==> src/frs_pkg.sv <==
// Shared constants, codes and control/status types of the roulette selector.
package frs_pkg;

  localparam int MAX_MEMBERS = 1024;
  localparam int WEIGHT_BITS = 16;
  localparam int IDX_W       = $clog2(MAX_MEMBERS);
  localparam int CNT_W       = IDX_W + 1;
  localparam int TOT_W       = WEIGHT_BITS + IDX_W;
  localparam int FRAC_W      = 16;
  localparam int PROD_W      = FRAC_W + TOT_W;
  localparam int CMD_W       = 2;
  localparam int STAT_W      = 2;

  typedef enum logic [CMD_W-1:0] {
    CMD_CLEAR  = 2'd0,
    CMD_APPEND = 2'd1,
    CMD_SELECT = 2'd2,
    CMD_NOP    = 2'd3
  } cmd_t;

  typedef enum logic [STAT_W-1:0] {
    STAT_OK      = 2'd0,
    STAT_STERILE = 2'd1,
    STAT_FULL    = 2'd2,
    STAT_RSVD    = 2'd3
  } stat_t;

  // Commands from the controller to the datapath.
  typedef struct packed {
    logic capture;
    logic mul_en;
    logic setup;
    logic search_step;
    logic load_out;
  } frs_ctl_t;

  // Status from the datapath to the controller.
  typedef struct packed {
    logic run_search;
    logic search_done;
    logic out_free;
  } frs_sts_t;

endpackage

==> src/frs_ctrl.sv <==
// Controller state machine of the roulette selector.
module frs_ctrl import frs_pkg::*; (
  input  logic     clk,
  input  logic     rst_n,
  input  logic     in_valid,
  output logic     in_ready,
  input  frs_sts_t sts,
  output frs_ctl_t ctl
);

  typedef enum logic [4:0] {
    S_IDLE   = 5'b00001,
    S_MUL    = 5'b00010,
    S_SETUP  = 5'b00100,
    S_SEARCH = 5'b01000,
    S_RESP   = 5'b10000
  } state_t;

  state_t state_r, state_nxt;

  // Advance the sequencer
  always_ff @(posedge clk) begin
    if (!rst_n) begin
      state_r <= S_IDLE;
    end else begin
      state_r <= state_nxt;
    end
  end

  assign in_ready = (state_r == S_IDLE);

  // Decode next state and datapath commands
  always_comb begin
    state_nxt       = state_r;
    ctl             = '0;
    unique case (state_r)
      S_IDLE: begin
        if (in_valid) begin
          ctl.capture = 1'b1;
          state_nxt   = S_MUL;
        end
      end
      S_MUL: begin
        ctl.mul_en = 1'b1;
        state_nxt  = sts.run_search ? S_SETUP : S_RESP;
      end
      S_SETUP: begin
        ctl.setup = 1'b1;
        state_nxt = S_SEARCH;
      end
      S_SEARCH: begin
        ctl.search_step = 1'b1;
        if (sts.search_done) begin
          state_nxt = S_RESP;
        end
      end
      S_RESP: begin
        if (sts.out_free) begin
          ctl.load_out = 1'b1;
          state_nxt    = S_IDLE;
        end
      end
      default: state_nxt = S_IDLE;
    endcase
  end

endmodule

==> config.mk <==
export PLATFORM = sky130hd
export DESIGN_NAME = frs_ctrl
export DESIGN_NICKNAME = d
export VERILOG_FILES = /design/src/frs_pkg.sv /design/src/frs_ctrl.sv
export SDC_FILE = /design/constraint.sdc
export NUM_CORES = 1
export LEC_CHECK = 0
export BUFFER_PORTS_ARGS = -buffer_cell sky130_fd_sc_hd__buf_2
export CAP_MARGIN = 20
export CELL_PAD_IN_SITES_DETAIL_PLACEMENT = 0
export CELL_PAD_IN_SITES_GLOBAL_PLACEMENT = 1
export CORE_AREA = 2 2 39 41
export DETAILED_ROUTE_END_ITERATION = 6
export DIE_AREA = 0 0 41 43
export HOLD_SLACK_MARGIN = 0.03
export PLACE_DENSITY_LB_ADDON = 0.12
export SETUP_SLACK_MARGIN = 0.4
export SYNTH_ARGS = -nofsm -noshare
export SYNTH_HDL_FRONTEND = slang
export SYNTH_SLANG_ARGS = --single-unit
export TNS_END_PERCENT = 50
==> constraint.sdc <==
create_clock -name clk -period 3.1 [get_ports clk]
set_input_delay 0 -clock clk [delete_from_list [all_inputs] [get_ports clk]]
set_output_delay 0 -clock clk [all_outputs]
set_load 0.05 [all_outputs]
Word level (Yosys, flattened, before mapping)
Index checks and enable logic that the tools add are counted.
Widths: inputs -> output; s select.
- bits in registers: 5
- logic and storage cells: 22
- eq/ne operators: 8
- muxes and demuxes: 12
- reduce and logical (&&, ||, !) cells: 1
- operator list (cell ; number):
    $pmux 5 s5 ; 1
    $mux 5 ; 4
    $mux 1 ; 7
    $ne 2x2->1 const B ; 3
    $eq 5x1->1 const B ; 1
    $eq 5x2->1 const B ; 1
    $eq 5x3->1 const B ; 1
    $eq 5x4->1 const B ; 1
    $eq 5x5->1 const B ; 1
    $reduce_and 3->1 ; 1

Depth between registers and ports, before layout
- depth after elaboration: 3
- depth in mapped cells: 5

Worst setup path after synthesis
OpenSTA, ideal clock, no wires.
- path kind: register to output
- start point: register state_r[3]
- end point: output ctl[2] (netlist bit)
- arrival time: 2.019 ns
- required time: 3.100 ns
- path slack: 1.081 ns
- stages on the path, launching flop included: 4
- path buffers: 1
- cell sequence: dfxtp_1 -> buf_6 -> nand2b_1 -> nor4_1
- RTL lines (item ; RTL line ; RTL):
    start: declaration ; frs_ctrl.sv:19 ; state_t state_r, state_nxt;
    start signal: assignment ; frs_ctrl.sv:26 ; state_r <= state_nxt;
    end: declaration ; frs_ctrl.sv:8 ; output frs_ctl_t ctl

==> flow_summary.yaml <==
run_status:
  status: "complete, no violations"
cells_and_area:
  area_growth_pct: 35.2
  layout-drive-gt1-share_pct: 29.1
  reg_top3: "state_r x5"
  diodes: 0
  fillers: 166
  largest_reg_flops: 5
  fin_area_um2: 423
  fin_nets: 62
  top_register: "state_r"
global_routing:
  grt_max_degree: 10
  antenna_found_initial: 0
  grt_pass1_wl_um: 1300
  grt_use_total_pct: 11.2
  grt_overflow: 0
  grt_pass1_vias: 335
critical_path:
  cpMostUsedCell: "nor2_1"
  critPathKind: "flip-flop to output pin"
  slowest_delay_ns: 0.38
  reg2reg_depth: 4
  critPathSlowestCell: "dfxtp_1"
  critPathRequiredTime_ns: 3.10
  critPathMaxFanout: 9
  cp-end-kind: "output pin"
  path_cells: "nor2_1 -> nand3_1 -> nor2_1 -> and2_1 -> buf_2"
  startpoint_type: "flip-flop"
  worst_ep_arrival_time_ns: 1.46
drt:
  wl_per_cell_um: 11.4
  ant_nets: 0
  drtIter0Drc: 5
  vias: 351
  first_pass_iters: 2
  post_drt_via_cell_ratio: 4.94
  detail_route.wirelength_um: 810
  drcViolationCount: 0
die:
  coreArea_um2: 1380
  die_x_um: 41
  initial_core_util_pct: 22.6
  io_pins: 12
  die_y_um: 43
  rows: 14
  die-area_um2: 1760
flow_run:
  drv_cap: 0
timing:
  period_minus_slack_ns: 1.46
  fmax_mhz: 684
  relSlewSlack_pct: 82.4
  setup_viol: 0
  setup_ws_ns: 1.64
  maxSlewViolCount: 0
  grt_setup_unrepaired: "no"
  tns_ns: 0
  tightest_slew_ns: 0.262
  hold-worst-slack_ns: 0.0415
  period_share_pct: 47.1
  fin_skew_ns: 0.000200
  hold_viol_final: 0
synthesis:
  synth.net_count: 45
  synth_commonest_cells: "dfxtp_1, nor2_1, and3_1"
  syn_inst: 39
  synth_top_cell_by_area: "dfxtp_1"
  async_flop_share_pct: 0
  synth_top_cell_area_share_pct: 32.0
  synth.distinct_cells: 25
  synth_warnings: 0
  synth_area_leaders: "dfxtp_1, and3_1, nor2_1"
  synth_edf_count: 0
  synthFlopType: "dfxtp_1"
  netlist_area_um2: 313
  avgSynthCellArea_um2: 8.02
  ys_seq_area_share_pct: 32.0
  synth_seq_cells: 5
cts:
  ctsRootBufferMaster: "clkbuf_4"
  cts_setup_buffers: 0
  cts_buffer_depth: 2
  htreeDepth: 1
  cts.sink_count: 5
  cts_tree: "done"
  clkTransAtPathRegs_ns: 0.04
  clock_latency_ns: 0.24
  cts_made_buffers: 3
power_and_ir_drop:
  power_frac_clock_pct: 39.2
  ir_drop_v: 0.000159
  seqPwrFrac_pct: 37.4
  leakage_uw: 0.000190
  switchingPower_uw: 60.8
  powerDensity_nw_per_um2: 455
  p_int_uw: 132
  power_frac_comb_pct: 23.3
  netSwitchingFraction_pct: 31.6
placed_design:
  place.gp.congestion: 0.710
  port_buffers: 11
  hpwl_um: 631
  placedInstanceArea_um2: 377
  place_ws_ns: 1.83
min_path:
  hp-class: "input port to flip-flop"
  hold_depth: 3
-- routing by layer --
layer  track usage (%)  up-vias  part of all wire, %
li1                  -      174                    -
met1              12.2      163                   42
met2              16.6       10                   49
met3              3.14        4                  5.8
met4              10.0        0                  2.6
met5                 0        -                    0
-- layout by cell type (no fill, tap or decap), drive strengths merged, types with 2 or more instances in the layout --
cell type / count
a21oi: 2
and3: 4
buf: 11
clkbuf: 4
dfxtp: 5
dlygate4sd3: 2
nand2: 2
nand2b: 2
nor2: 5
o21ai: 2
-- power groups by stage --
stage / combinational, uW / clock, uW / sequential [uW]
after floorplan: 31.9 / 0 / 71.8
after global placement: 43.4 / 0 / 73.5
after detailed placement: 43.3 / 0 / 73.1
after CTS: 45.3 / 79.6 / 71.9
after global routing: 49.2 / 85.3 / 72.8
final: 44.9 / 75.5 / 72.0
-- critical path: cells and delay by family, from the launching register on --
family / cells / cell delay, ns
DFF: 1 / 0.38
buffers and inverters: 1 / 0.25
and+or+nand+nor: 4 / 0.60
-- stage by stage --
step	total power, uW	utilization, %	std cells
after floorplan	104	-	39
after global routing	207	30.6	71
after global placement	117	27.2	65
final	192	30.6	71
after CTS	197	30.6	71
after detailed placement	116	27.2	65
-- path summary, 6_finish.rpt --
| check | from | end | slack [ns] |
|---|---|---|---|
| worst max-delay path | state_r[3] | ctl[4] | 1.64 |
| worst min-delay path | rst_n | state_r[2] | 0.04 |
| worst max register to register | state_r[3] | state_r[4] | 1.83 |
| worst min register to register | state_r[4] | state_r[0] | 0.63 |
-- area by class of cell --
cell class / count / area, um^2 / area share [%]
flip-flops and latches: 5 / 100 / 23.7
well taps: 16 / 20.0 / 4.73
inverters: 1 / 3.75 / 0.888
repair buffers: 13 / 75.1 / 17.8
clock buffers: 4 / 26.3 / 6.21
multi-input cells: 32 / 198 / 46.7
-- cell families (layout without fill, tap and decap cells) --
kind of cell	after synthesis	count (layout)	share of synthesized area (%)
buffers and inverters	2	18	4.80
flip-flops	5	5	32.0
AO/OA/AOI/OAI	9	9	20.4
AND/OR/NAND/NOR	23	23	42.8
-- what timing repair did --
item	CTS	global route
endpoints found under the setup margin	0	0
hold buffers	2	0
gates resized for setup	0	0
hold endpoints to repair	2	0
Power figures use the tool's default switching activity.
